### config.mk
export PLATFORM = sky130hd
export DESIGN_NAME = ffs_hunt
export DESIGN_NICKNAME = d
export VERILOG_FILES = /design/src/rtl/ffs_pkg.sv /design/src/rtl/ffs_hunt.sv
export SDC_FILE = /design/constraint.sdc
export NUM_CORES = 1
export LEC_CHECK = 0
export BUFFER_PORTS_ARGS = -buffer_cell sky130_fd_sc_hd__buf_2
export CAP_MARGIN = 20
export CELL_PAD_IN_SITES_DETAIL_PLACEMENT = 0
export CELL_PAD_IN_SITES_GLOBAL_PLACEMENT = 1
export CORE_MARGIN = 1.5
export CORE_UTILIZATION = 41
export DETAILED_ROUTE_END_ITERATION = 8
export GPL_ROUTABILITY_DRIVEN = 0
export PLACE_DENSITY_LB_ADDON = 0.25
export SLEW_MARGIN = 0
export SYNTH_ARGS = -nofsm -noshare
export SYNTH_HDL_FRONTEND = slang
export SYNTH_SLANG_ARGS = --single-unit
### constraint.sdc
create_clock -name clk_i -period 4 [get_ports clk_i]
set_input_delay 0.6 -clock clk_i [delete_from_list [all_inputs] [get_ports clk_i]]
set_output_delay 0.6 -clock clk_i [all_outputs]
set_load 0.01 [all_outputs]
### src/rtl/ffs_pkg.sv
// shared constants, types and config defaults of the fixed frame synchronizer
`timescale 1ns / 1ps
`default_nettype none

package ffs_pkg;

  // frame geometry
  localparam int unsigned FRAME_LEN = 2052;
  localparam int unsigned HDR_LEN   = 10;
  localparam int unsigned HIST_LEN  = HDR_LEN - 1;

  // the delay memory returns the byte written this many transfers ago
  localparam int unsigned RAM_DEPTH = FRAME_LEN + HDR_LEN - 2;
  localparam int unsigned ADDR_W    = $clog2(RAM_DEPTH);

  // counters that must hold FRAME_LEN itself
  localparam int unsigned CNT_W  = $clog2(FRAME_LEN + 1);
  localparam int unsigned FILL_W = $clog2(HDR_LEN + 1);

  // configuration register reset values
  localparam logic [15:0] SYNC_WORD_RST   = 16'h009F;
  localparam logic [15:0] LENGTH_WORD_RST = 16'h07F9;
  localparam logic [31:0] MARKER_WORD_RST = 32'h706F6C61;

  // configuration register indexes
  typedef enum logic [1:0] {
    CFG_SYNC   = 2'd0,
    CFG_LENGTH = 2'd1,
    CFG_MARKER = 2'd2
  } cfg_idx_e;

  typedef struct packed {
    logic [7:0] data_byte;
    logic       new_file;
  } in_item_t;

  typedef struct packed {
    logic [7:0] out_byte;
    logic       frame_start;
    logic       frame_last;
  } out_item_t;

  typedef struct packed {
    logic [15:0] sync_word;
    logic [15:0] length_word;
    logic [31:0] marker_word;
  } cfg_t;

  // per-transfer emit decision from the header hunt
  typedef struct packed {
    logic emit;
    logic first;
    logic last;
  } emit_t;

endpackage

`default_nettype wire

### src/rtl/ffs_hunt.sv
// header window, candidate tracking and frame emit counter
`timescale 1ns / 1ps
`default_nettype none

module ffs_hunt (
  input  wire logic             clk_i,
  input  wire logic             rst_ni,
  input  wire logic             accept_i,
  input  wire ffs_pkg::in_item_t item_i,
  input  wire ffs_pkg::cfg_t     cfg_i,
  output ffs_pkg::emit_t         emit_o
);

  logic [7:0]                 win_q [ffs_pkg::HIST_LEN];
  logic [ffs_pkg::FILL_W-1:0] fill_q, fill_d, fill_eff;
  logic                       cand_q, cand_d, cand_eff;
  logic [ffs_pkg::CNT_W-1:0]  age_q, age_d, age_eff, age_inc;
  logic [ffs_pkg::CNT_W-1:0]  rem_q, rem_d, rem_pre;
  logic [15:0]                sync_seen, length_seen;
  logic [31:0]                marker_seen;
  logic                       hdr_hit, confirm;

  // header fields as they sit in the window once this byte is in
  assign sync_seen   = {win_q[8], win_q[7]};
  assign length_seen = {win_q[4], win_q[3]};
  assign marker_seen = {win_q[2], win_q[1], win_q[0], item_i.data_byte};

  always_comb begin
    // a restart drops the candidate and the warm-up count
    cand_eff = item_i.new_file ? 1'b0 : cand_q;
    age_eff  = item_i.new_file ? '0 : age_q;
    fill_eff = item_i.new_file ? '0 : fill_q;

    fill_d = (fill_eff < ffs_pkg::FILL_W'(ffs_pkg::HDR_LEN)) ? fill_eff + 1'b1 : fill_eff;

    hdr_hit = (fill_d >= ffs_pkg::FILL_W'(ffs_pkg::HDR_LEN)) &&
              (sync_seen == cfg_i.sync_word) &&
              (length_seen == cfg_i.length_word) &&
              (marker_seen == cfg_i.marker_word);

    // candidate update
    age_inc = age_eff + 1'b1;
    confirm = 1'b0;
    cand_d  = cand_eff;
    age_d   = age_eff;
    if (cand_eff) begin
      if (hdr_hit) begin
        age_d = '0;
      end else if (age_inc >= ffs_pkg::CNT_W'(ffs_pkg::FRAME_LEN - 1)) begin
        cand_d  = 1'b0;
        age_d   = '0;
        confirm = 1'b1;
      end else begin
        age_d = age_inc;
      end
    end else if (hdr_hit) begin
      cand_d = 1'b1;
      age_d  = '0;
    end

    // emit counter
    rem_pre      = confirm ? ffs_pkg::CNT_W'(ffs_pkg::FRAME_LEN) : rem_q;
    emit_o.emit  = (rem_pre != '0);
    emit_o.first = (rem_pre == ffs_pkg::CNT_W'(ffs_pkg::FRAME_LEN));
    emit_o.last  = (rem_pre == ffs_pkg::CNT_W'(1));
    rem_d        = emit_o.emit ? rem_pre - 1'b1 : rem_pre;
  end

  // control state
  always_ff @(posedge clk_i or negedge rst_ni) begin
    if (!rst_ni) begin
      fill_q <= '0;
      cand_q <= 1'b0;
      age_q  <= '0;
      rem_q  <= '0;
    end else if (accept_i) begin
      fill_q <= fill_d;
      cand_q <= cand_d;
      age_q  <= age_d;
      rem_q  <= rem_d;
    end
  end

  // last nine bytes, newest first
  always_ff @(posedge clk_i) begin
    if (accept_i) begin
      win_q[0] <= item_i.data_byte;
      for (int k = 1; k < ffs_pkg::HIST_LEN; k++) begin
        win_q[k] <= win_q[k-1];
      end
    end
  end

endmodule

`default_nettype wire
Word level (Yosys, flattened, before mapping)
Memories as Yosys holds them, arrays and structs flattened.
Index checks and enable logic that the tools add are counted.
{"block": "word_totals", "ff_bits": 29, "mem_count": 1, "output_inout_bits": 3, "mem_bits_rw": 72, "input_bits": 76, "elab_cells": 39}
{"block": "op_classes", "reduce_logical": 4, "eq_ne": 5, "n_lt_le_gt_ge": 3, "n_mux": 19, "add_sub_neg": 3}
{"name": "win_q", "words": 9, "word_bits": 8, "rd": 9, "rd_clocked_by_memory_dff": 0, "write_ports": 9, "line": "ffs_hunt.sv:14", "source": "logic [7:0] win_q [ffs_pkg::HIST_LEN];"}
{"op": "$mux 12", "n": 7}
{"op": "$eq 16x16->1", "n": 2}
{"op": "$eq 32x32->1", "n": 1}
{"op": "$add 12x1->12 const B", "n": 1}
{"op": "$eq 12x1->1 const B", "n": 1}
{"op": "$eq 12x12->1 const B", "n": 1}
{"op": "$ge 12x12->1 const B", "n": 1}
{"op": "$reduce_bool 12->1", "n": 1}
{"op": "$sub 12x1->12 const B", "n": 1}
{"op": "$mux 1", "n": 10}
{"op": "$mux 4", "n": 2}
{"op": "$add 4x1->4 const B", "n": 1}
{"op": "$ge 4x4->1 const B", "n": 1}
{"op": "$lt 4x4->1 const B", "n": 1}
{"op": "$logic_and 1x1->1", "n": 3}

Logic depth before layout (Yosys ltp)
Gate-level depths: netlist of run 1.
{"block": "depth", "ltp_word": 12, "depth_mapped": 19, "ltp_nobuf": 17}

Least setup slack after synthesis of run 1
Ideal clock, no wire load.
{"block": "synth_path", "path_kind": "in2out", "start": "in item_i[0] in the netlist's numbering", "end": "out emit_o[2] in the netlist's numbering", "path_buffers": 3, "slack_ns": -0.233, "required_time_ns": 3.400, "stages": 17, "t_arrival_ns": 3.633, "cell_sequence": "buf_6 -> clkbuf_1 -> nor2b_1 -> ha_1 -> nand2_1 -> o32a_1 -> or3_1 -> a211o_1 -> o211a_1 -> buf_6 -> nand2_1 -> nand2_1 -> ha_1 -> nand4_1 -> nand2b_1 -> a21oi_2 -> inv_1"}
{"element": "start, declared", "line": "ffs_hunt.sv:9", "source": "input wire ffs_pkg::in_item_t item_i,"}
{"element": "end, declared", "line": "ffs_hunt.sv:11", "source": "output ffs_pkg::emit_t emit_o"}

==> flow_summary.ini, run 1 <==
[global_routing]
grt_start_max_net_pins = 69
grt_busiest_layer = met2
congestion_overflow_gr = 0
met3_global_route_usage_pct = 5.367
track_usage_pct = 18.83
number_of_antenna_violations_at_the_first_check_in_global_routing = 0
globalRouteMet2Util_pct = 28.43
grt_pass1_wl_um = 18480
grt.met1_usage_pct = 26.89
grt_pass1_vias = 3529

[synth]
mappedNetlistNets = 498
synth-seq-area-share_pct = 57.23
asyncSetResetFlopFracSynth_pct = 28.71
synthFlopType = edfxtp_1
synth_edf_count = 72
synth.distinct_cells = 69
post_synth.cell_area_avg_um2 = 12.13
netlist_area_um2 = 5046
syn-instance-count = 416
synth_warnings = 0
yosys_register_bits = 101

[drt]
wl_per_cell_um = 17.19
drt.antenna.violating_nets = 0
initialDrtViolationCount = 261
post-route-drc-count = 0
drt-pass1-iter-count = 5
detail_route.wirelength_um = 11330
vias_per_cell = 5.405
detailroute.via_count = 3562

[sta]
final_min_period_over_clock_period_pct = 95.69
min_hold_slack_ns = 0.2950
worstMarginPinSlew_ns = 0.8277
setup-violations-final = 0
finalMaxSlewViolations = 0
slew-limit-headroom_pct = 44.82
fin_hold_viols = 0
period_needed_ns = 3.827
final.setup.worst_slack_ns = 0.1725
worst_clock_skew_ns = 0.01011
max_clock_freq_mhz = 261.3

[worst_setup_path]
setup.reg_to_reg.worst_slack_ns = 0.53
worst-setup-path-type = input port to output port
reg2reg_to = rem_q[9]$_DFFE_PN0P_
critical_path.endpoint_type = output port
critical_path_depth = 18
critical_path.startpoint = item_i[0]
timing.reg2reg.worst_path_depth = 17
critical_path.top_delay_family = compound AO/OA/AOI/OAI gates
worstPathCellList = buf_2 -> inv_2 -> nand2_2 -> inv_1 -> ha_2 -> nand2_1 -> o32a_1 -> or3_1 -> a211o_1 -> o211a_1 -> nand2_2 -> nand2_2 -> ha_2 -> nand4_1 -> nand2b_4 -> a21oi_2 -> inv_2 -> buf_4
critical_path_arrival_ns = 3.23
slowest_delay_ns = 0.34
worstPathMaxFanout = 5
path_common_cell = nand2_2
crit_buf_inv = 5
worstSetupEndpoint = emit_o[2]
cp-start-kind = input port
crit_slowest_cell = or3_1
crit_required_ns = 3.40
reg2reg_from = age_q[0]$_DFFE_PN0P_

[floorplanning]
floorplan.rows = 40
dieHeight_um = 113.9
coreArea_um2 = 12010
initial_utilization_pct = 42.01
fp.dieW_um = 113.9
dieArea_um2 = 12980
floorplan.io_pins = 79

[flow_run]
drv.max_cap_violation_count = 0

[clock_network]
cts_hold_buf = 0
htree_levels = 3
worst_skew_pair.late_latency_ns = 0.35
root_buffer = clkbuf_16
clock-sinks = 101
tritoncts = built
path_clk_slew_ns = 0.07
cts_buffer_depth = 2
number_of_buffers_added_by_the_clock_tree_synthesis_step = 9

[layout]
mostFrequentLayoutCells = buf_2, edfxtp_1, xor2_1
area_growth_syn_to_layout_pct = 19.19
most_common_cell_after_layout_fill_and_taps_aside = buf_2
design.final.nets = 589
fillCellCount = 1089
layout-drive-gt1-share_pct = 27.93
n_antenna_cell = 0
final_cells = 659

[run_status]
run_status = completed

[pwr]
vdd_ir_drop_max_mv = 0.2741
power.switching_mw = 0.6091
power.combinational.fraction_pct = 11.5
switching_share_pct = 25.67
power_density_nw_per_um2 = 394.5
power.leakage_nw = 2.393
report.power.total_mw = 2.373
seq_power_share_pct = 54.4
internal_power_mw = 1.764
pwr-share-clk_pct = 34.1

[place]
placement.io_buffers = 78
detailedPlace.worstSlack_ns = 0.08905
dpl.cell_count = 638
dp.final_hpwl_um = 8118

[worst_hold_path]
timing.hold.worst.class = input port to asynchronous set/reset pin
## kinds of logic (layout without fill, tap and decap cells)
family          count (synthesis)  in the layout  share of synthesized area [%]
compound gates                 84             84                          12.82
xor+xnor                       63             63                          10.93
fa+ha+maj                       6              6                          1.488
buf+inv                        33            129                          3.049
flops                         101            101                          57.23
mux                             3              3                         0.6199
simple gates                  126            126                          13.86
## worst min path at each step
stage	slack [ns]	cells past startpoint	endpoint
after floorplan	0.30	0	age_q[0]$_DFFE_PN0P_
after global placement	0.40	0	win_q[0][48]$_DFFE_PP_
after detailed placement	0.41	0	win_q[0][49]$_DFFE_PP_
after CTS	0.32	1	rem_q[0]$_DFFE_PN0P_
after global routing	0.35	1	fill_q[3]$_DFFE_PN0P_
final	0.30	1	fill_q[3]$_DFFE_PN0P_
## flip-flops by register name, summed over array words and instances (netlist names)
signal,flops
age_q,12
cand_q,1
fill_q,4
rem_q,12
win_q,72
## per-stage QoR
stage / util, % / instance area [um^2] / setup TNS, ns
after global placement: 47.10 / 5658 / 0
after detailed placement: 47.10 / 5658 / 0
final: 50.07 / 6015 / 0
after global routing: 50.07 / 6015 / -0.02990
after floorplan: - / 5076 / 0
after CTS: 49.35 / 5928 / 0
## power groups by stage
stage | logic, mW | clock network, mW | registers (mW)
after floorplan | 0.169 | 0 | 1.28
after global placement | 0.263 | 0 | 1.31
after detailed placement | 0.266 | 0 | 1.31
after CTS | 0.267 | 0.838 | 1.29
after global routing | 0.306 | 0.881 | 1.30
final | 0.272 | 0.809 | 1.29
## what timing repair did
item | 4_1_cts | 5_1_grt
hold endpoints to repair | 0 | 0
resized for setup | 0 | 14
setup endpoints to repair | 0 | 1
setup buffers | 0 | 5
## metal layers
metal	part of all wire, %	routed length [um]
met4	0.94	106
met5	0	0
met2	46	5260
met3	5.9	664
met1	47	5297
## layout make-up
cell class	instances	area [um^2]	area share [%]
Tap cell	147	183.9	3.058
Sequential cell	101	2888	48.01
Clock inverter	5	37.54	0.6241
Clock buffer	11	232.7	3.869
Timing Repair Buffer	97	541.8	9.008
Multi-Input combinational cell	282	2071	34.43
Inverter	16	60.06	0.9985
## Yosys cell counts (4+ instances only)
library cell  count  area [um^2]
nand2_1          19        71.32
nand4_1          11        68.82
o21ai_0           7        35.03
o2bb2ai_1         5        43.79
nor4_1           18        112.6
o21ai_1           5        25.02
nor3_1           15        75.07
edfxtp_1         72         2162
clkbuf_1          9        33.78
a21o_1            5        37.54
or3_1             4        25.02
inv_1            15        56.30
nand2b_1          4        25.02
xor2_1           61        534.3
nand3_1          14        70.07
dfrtp_1          29        725.7
ha_1              6        75.07
a21oi_1          14        70.07
nor2_1           15        56.30
nor2b_1           9        56.30
o211ai_1          4        30.03
Power figures use the tool's default switching activity.
==> inputs of run 2 (changes only) <==
Settings changed: CORE_UTILIZATION 41 to 43, CTS_BUF_LIST set to sky130_fd_sc_hd__clkbuf_4, SETUP_SLACK_MARGIN set to 0.4.
==> run 2 against run 1 <==
- worst hold slack got worse by 0.15 ns
- clock skew rose by 0.022 ns
- global-route usage rose by 0.71 points
- first-iteration DRC count down 19%
- fmax rose by 1.1%
- critical path depth fell by 5
- utilization increased by 3.5 points
- non-clock buffer count grew 13
- via count rose by 2.7%
- largest cell class unchanged
- highest routed layer unchanged
==> flow_summary.ini, run 2 (synthesis gave the netlist of run 1 again) <==
[run_status]
run_status = completed

[pwr]
power_density_nw_per_um2 = 351.0
vdd_ir_drop_max_mv = 0.2705
power.leakage_nw = 2.432
report.power.total_mw = 2.148

[layout]
fillCellCount = 1045
most_common_cell_after_layout_fill_and_taps_aside = buf_2
area_growth_syn_to_layout_pct = 21.27
design.final.nets = 602
largest_register_ff_count = 72
max_flop_register = win_q
n_antenna_cell = 0
mostFrequentLayoutCells = buf_2, edfxtp_1, xor2_1
layout-drive-gt1-share_pct = 32.06
layout_top_registers = win_q x72, age_q x12, rem_q x12

[sta]
worst_clock_skew_ns = 0.03199
finalMaxSlewViolations = 0
slew-limit-headroom_pct = 49.78
max_clock_freq_mhz = 264.2
final_min_period_over_clock_period_pct = 94.64
setup-violations-final = 0
final.setup.worst_slack_ns = 0.2144
period_needed_ns = 3.786
rsz0062_at_grt = yes
worstMarginPinSlew_ns = 0.7525
fin_tns_setup_ns = 0
fin_hold_viols = 0

[clock_network]
tritoncts = built
worst_skew_pair.late_latency_ns = 0.49
clock-sinks = 101
htree_levels = 3
root_buffer = clkbuf_4
number_of_buffers_added_by_the_clock_tree_synthesis_step = 9
path_clk_slew_ns = 0.16
cts_buffer_depth = 2

[drt]
detailroute.via_count = 3659
initialDrtViolationCount = 211
drt.antenna.violating_nets = 0
drt-pass1-iter-count = 4
detail_route.wirelength_um = 11550
vias_per_cell = 5.486
wl_per_cell_um = 17.32
post-route-drc-count = 0

[floorplanning]
initial_utilization_pct = 44.19
floorplan.rows = 39
coreArea_um2 = 11420
dieHeight_um = 111.3
fp.dieW_um = 111.3
dieArea_um2 = 12390
floorplan.io_pins = 79

[worst_setup_path]
cp-start-kind = flop
crit_required_ns = 3.40
path_common_cell = nand2_2
timing.reg2reg.worst_path_depth = 22
worstPathCellList = nor2b_4 -> ha_4 -> nand2_2 -> o32a_1 -> or3_1 -> a211o_1 -> o211a_1 -> nand2_4 -> and2_1 -> ha_1 -> nand2_2 -> nor4_4 -> buf_2
critical_path.endpoint_type = output port
critical_path_arrival_ns = 3.19
critical_path.top_delay_family = simple AND/OR/NAND/NOR gates
crit_buf_inv = 1
slowest_delay_ns = 0.38
crit_slowest_cell = dfrtp_1
critical_path_depth = 13
worst-setup-path-type = flop to output port
worstPathMaxFanout = 5

[global_routing]
grt_pass1_wl_um = 18700
congestion_overflow_gr = 0
track_usage_pct = 19.54
grt_start_max_net_pins = 52
number_of_antenna_violations_at_the_first_check_in_global_routing = 0
grt_pass1_vias = 3612

[worst_hold_path]
timing.hold.worst.class = input port to asynchronous set/reset pin

[place]
placement.io_buffers = 78
dp.final_hpwl_um = 7891
detailedPlace.worstSlack_ns = 0.1339

[flow_run]
drv.max_cap_violation_count = 0
-- run 2: timing repair --
action / in CTS / in global routing
endpoints found under the hold margin: 0 / 0
setup endpoints to repair: 3 / 12
hold buffers: 0 / 0
pin swaps: 3 / 7
gates resized for setup: 5 / 25
setup buffers: 11 / 9
-- run 2: per-layer routing --
metal / vias to the layer above / GRT usage, % / part of all wire (%)
met1: 1766 / 27.31 / 47
met5: - / 0 / 0
met2: 91 / 30.22 / 46
met3: 16 / 4.845 / 4.8
li1: 1786 / - / -
met4: 0 / 6.245 / 1.7
-- run 2: worst register-to-register path, cell delays in order, from the launching register on --
cell     delay [ns]
dfrtp_1        0.38
nor2b_4        0.17
ha_4           0.17
nand2_2        0.04
o32a_1         0.27
or3_1          0.37
a211o_1        0.26
o211a_1        0.25
nand2_4        0.11
nand2_4        0.07
ha_4           0.17
nand4_1        0.09
buf_4          0.13
buf_6          0.09
buf_6          0.08
buf_6          0.08
buf_6          0.08
buf_6          0.10
buf_12         0.09
nand3_4        0.06
o41ai_1        0.32
a22oi_1        0.12
a31o_1         0.19
-- run 2: stage by stage --
stage	cells	utilization, %	hold slack, ns	area (um^2)
after floorplan	416	-	0.3044	5144
after global placement	632	49.79	0.4003	5685
after detailed placement	632	49.79	0.4057	5685
after CTS	658	51.97	0.1455	5934
after global routing	667	53.59	0.1689	6120
final	667	53.59	0.1429	6120
-- run 2: worst paths after layout --
kind | from | end | slack, ns
min in group clk_i | item_i[7] | win_q[0][6]$_DFFE_PP_ | 0.30
min reg2reg | win_q[0][48]$_DFFE_PP_ | win_q[0][56]$_DFFE_PP_ | 0.43
min | rst_ni | fill_q[0]$_DFFE_PN0P_ | 0.14
max in group asynchronous | rst_ni | fill_q[1]$_DFFE_PN0P_ | 3.37
max reg2reg | age_q[1]$_DFFE_PN0P_ | rem_q[7]$_DFFE_PN0P_ | 0.22
max | age_q[1]$_DFFE_PN0P_ | emit_o[0] | 0.21
-- run 2: final cells by class --
class	instances	area, um^2	share of cell area [%]
Clock buffer	10	75.07	1.227
Clock inverter	5	67.56	1.104
Inverter	16	60.06	0.9814
Multi-Input combinational cell	282	2165	35.37
Sequential cell	101	2893	47.27
Tap cell	143	178.9	2.924
Timing Repair Buffer	110	680.7	11.12
-- run 2: where the power goes --
group          switching (mW)  internal, mW  total, mW
logic                   0.157         0.139      0.296
registers              0.0836          1.21       1.29
clock network           0.354         0.205      0.559
total                   0.595          1.55       2.15
==> inputs of run 3 (changes only) <==
Settings changed: CORE_MARGIN 1.5 to 10, CORE_UTILIZATION 43 to 45.
Clock period 4 ns to 4.27 ns, I/O delays scaled along.
==> run 3 against run 2 <==
- power fell by 5.6%
- critical path depth rose by 2
- global-route usage fell by 4.4 points
- first-iteration DRC count rose by 73%
- clock skew fell by 0.0058 ns
- register-to-register slack improved by 0.22 ns
- clock power fell by 3.6%
==> flow_summary.ini, run 3 (synthesis gave the netlist of run 1 again) <==
[run_status]
run_status = completed

[clock_network]
cts_hold_buf = 0
cts_buffer_depth = 2
worst_skew_pair.late_latency_ns = 0.45
path_clk_slew_ns = 0.16
number_of_buffers_added_by_the_clock_tree_synthesis_step = 9
tritoncts = built
root_buffer = clkbuf_4
clock-sinks = 101
htree_levels = 3

[floorplanning]
floorplan.io_pins = 79
initial_utilization_pct = 46.35
dieHeight_um = 125.9
floorplan.rows = 38
dieArea_um2 = 15850
coreArea_um2 = 10890
fp.dieW_um = 125.9

[place]
placement.io_buffers = 78
dpl-instance-area_um2 = 5633
dp.final_hpwl_um = 8620
detailedPlace.worstSlack_ns = 0.1178

[worst_setup_path]
crit_buf_inv = 2
crit_required_ns = 3.63
critical_path.endpoint_type = output port
worstPathMaxFanout = 5
slowest_delay_ns = 0.39
crit_slowest_cell = dfrtp_1
worst-setup-path-type = flop to output port
worstPathCellList = nor2b_4 -> ha_4 -> nand2_2 -> o32a_1 -> or3_1 -> a211o_1 -> o211a_1 -> nand2_4 -> nand2_4 -> ha_4 -> nand4_1 -> nand2b_4 -> a21oi_2 -> inv_2 -> buf_6
critical_path_arrival_ns = 3.25
cp-start-kind = flop
critical_path.top_delay_family = simple AND/OR/NAND/NOR gates

[global_routing]
grt_pass1_wl_um = 19700
grt_pass1_vias = 3786
grt_start_max_net_pins = 85
number_of_antenna_violations_at_the_first_check_in_global_routing = 0
congestion_overflow_gr = 0
track_usage_pct = 15.15

[worst_hold_path]
timing.hold.worst.class = input port to asynchronous set/reset pin

[drt]
wl_per_cell_um = 18.63
detail_route.wirelength_um = 12300
post-route-drc-count = 0
detailroute.via_count = 3708
drt-pass1-iter-count = 5
vias_per_cell = 5.618
initialDrtViolationCount = 365
drt.antenna.violating_nets = 0

[sta]
min_hold_slack_ns = 0.2131
worstMarginPinSlew_ns = 1.024
rsz0062_at_grt = yes
final_min_period_over_clock_period_pct = 91.12
slew-limit-headroom_pct = 31.73
period_needed_ns = 3.891
final.setup.worst_slack_ns = 0.3793
finalMaxSlewViolations = 0
fin_hold_viols = 0
setup-violations-final = 0
fin_tns_setup_ns = 0
worst_clock_skew_ns = 0.02622
max_clock_freq_mhz = 257.0

[layout]
design.final.nets = 597
most_common_cell_after_layout_fill_and_taps_aside = buf_2
mostFrequentLayoutCells = buf_2, edfxtp_1, xor2_1
layout-drive-gt1-share_pct = 31.15
max_flop_register = win_q
final_cell_area_um2 = 6073
area_growth_syn_to_layout_pct = 20.36
n_antenna_cell = 0
largest_register_ff_count = 72
layout_top_registers = win_q x72, age_q x12, rem_q x12
end_of_flow_core_utilization_pct = 55.78

[pwr]
power.leakage_nw = 2.408
power_density_nw_per_um2 = 333.8
vdd_ir_drop_max_mv = 0.1937

[flow_run]
drv.max_cap_violation_count = 0
==> run 3: cell count changes in the layout (fill, tap and decap cells not counted), sizes merged <==
cell / before / now
clkinv: 1 / 2
inv: 19 / 18
clkinvlp: 0 / 1
buf: 110 / 105
==> run 3: what timing repair did <==
item,in CTS,in global routing
endpoints found under the setup margin,3,12
resized for setup,6,24
hold endpoints to repair,0,0
buffers inserted,12,7
pin swaps,4,5
==> run 3: report_power, final <==
part | switching [mW] | internal (mW)
Combinational | 0.146 | 0.128
Clock | 0.343 | 0.196
Sequential | 0.0812 | 1.13
Total | 0.570 | 1.46
==> run 3: path summary, 6_finish.rpt <==
path	depth (start not counted)	startpoint	slack, ns	endpoint
worst max-delay path	15	age_q[1]$_DFFE_PN0P_	0.38	emit_o[2]
worst min-delay path	1	rst_ni	0.21	age_q[10]$_DFFE_PN0P_
worst max register to register	21	age_q[1]$_DFFE_PN0P_	0.44	rem_q[9]$_DFFE_PN0P_
worst min register to register	0	win_q[0][51]$_DFFE_PP_	0.43	win_q[0][59]$_DFFE_PP_
max in group asynchronous	1	rst_ni	3.55	fill_q[1]$_DFFE_PN0P_
min in group clk_i	1	item_i[7]	0.39	win_q[0][6]$_DFFE_PP_
==> run 3: worst register-to-register path: stages (launching register included) <==
cell	delay, ns
dfrtp_1	0.39
nor2b_4	0.19
ha_4	0.18
nand2_2	0.05
o32a_1	0.28
or3_1	0.37
a211o_1	0.27
o211a_1	0.26
nand2_4	0.11
nand2_4	0.07
ha_4	0.17
nand4_1	0.13
buf_4	0.14
buf_6	0.08
buf_6	0.08
buf_6	0.08
buf_6	0.08
buf_6	0.11
nand4_1	0.16
or3_1	0.38
a22oi_2	0.12
a31o_1	0.11
==> run 3: per-stage QoR <==
| stage | cells | total power, mW |
|---|---|---|
| 2_1_floorplan | 416 | 1.363 |
| 3_3_place_gp | 625 | 1.472 |
| 3_5_place_dp | 625 | 1.481 |
| 4_1_cts | 653 | 2.017 |
| 5_1_grt | 660 | 2.127 |
| 6_report | 660 | 2.027 |
==> run 3: cell type report <==
cell class                      instances  area (um^2)
Sequential cell                       101         2889
Clock inverter                          6        80.08
Timing Repair Buffer                  105        626.9
Clock buffer                           10        75.07
Fill cell                             927         4815
Multi-Input combinational cell        282         2167
Tap cell                              140        175.2
Inverter                               16        60.06
==> run 3: layer usage <==
layer / wire length [um] / track usage [%] / up-vias
li1: - / - / 1763
met1: 5604 / 21.32 / 1808
met2: 5764 / 23.27 / 124
met3: 763 / 3.482 / 13
met4: 162 / 3.215 / 0
met5: 0 / 0 / -
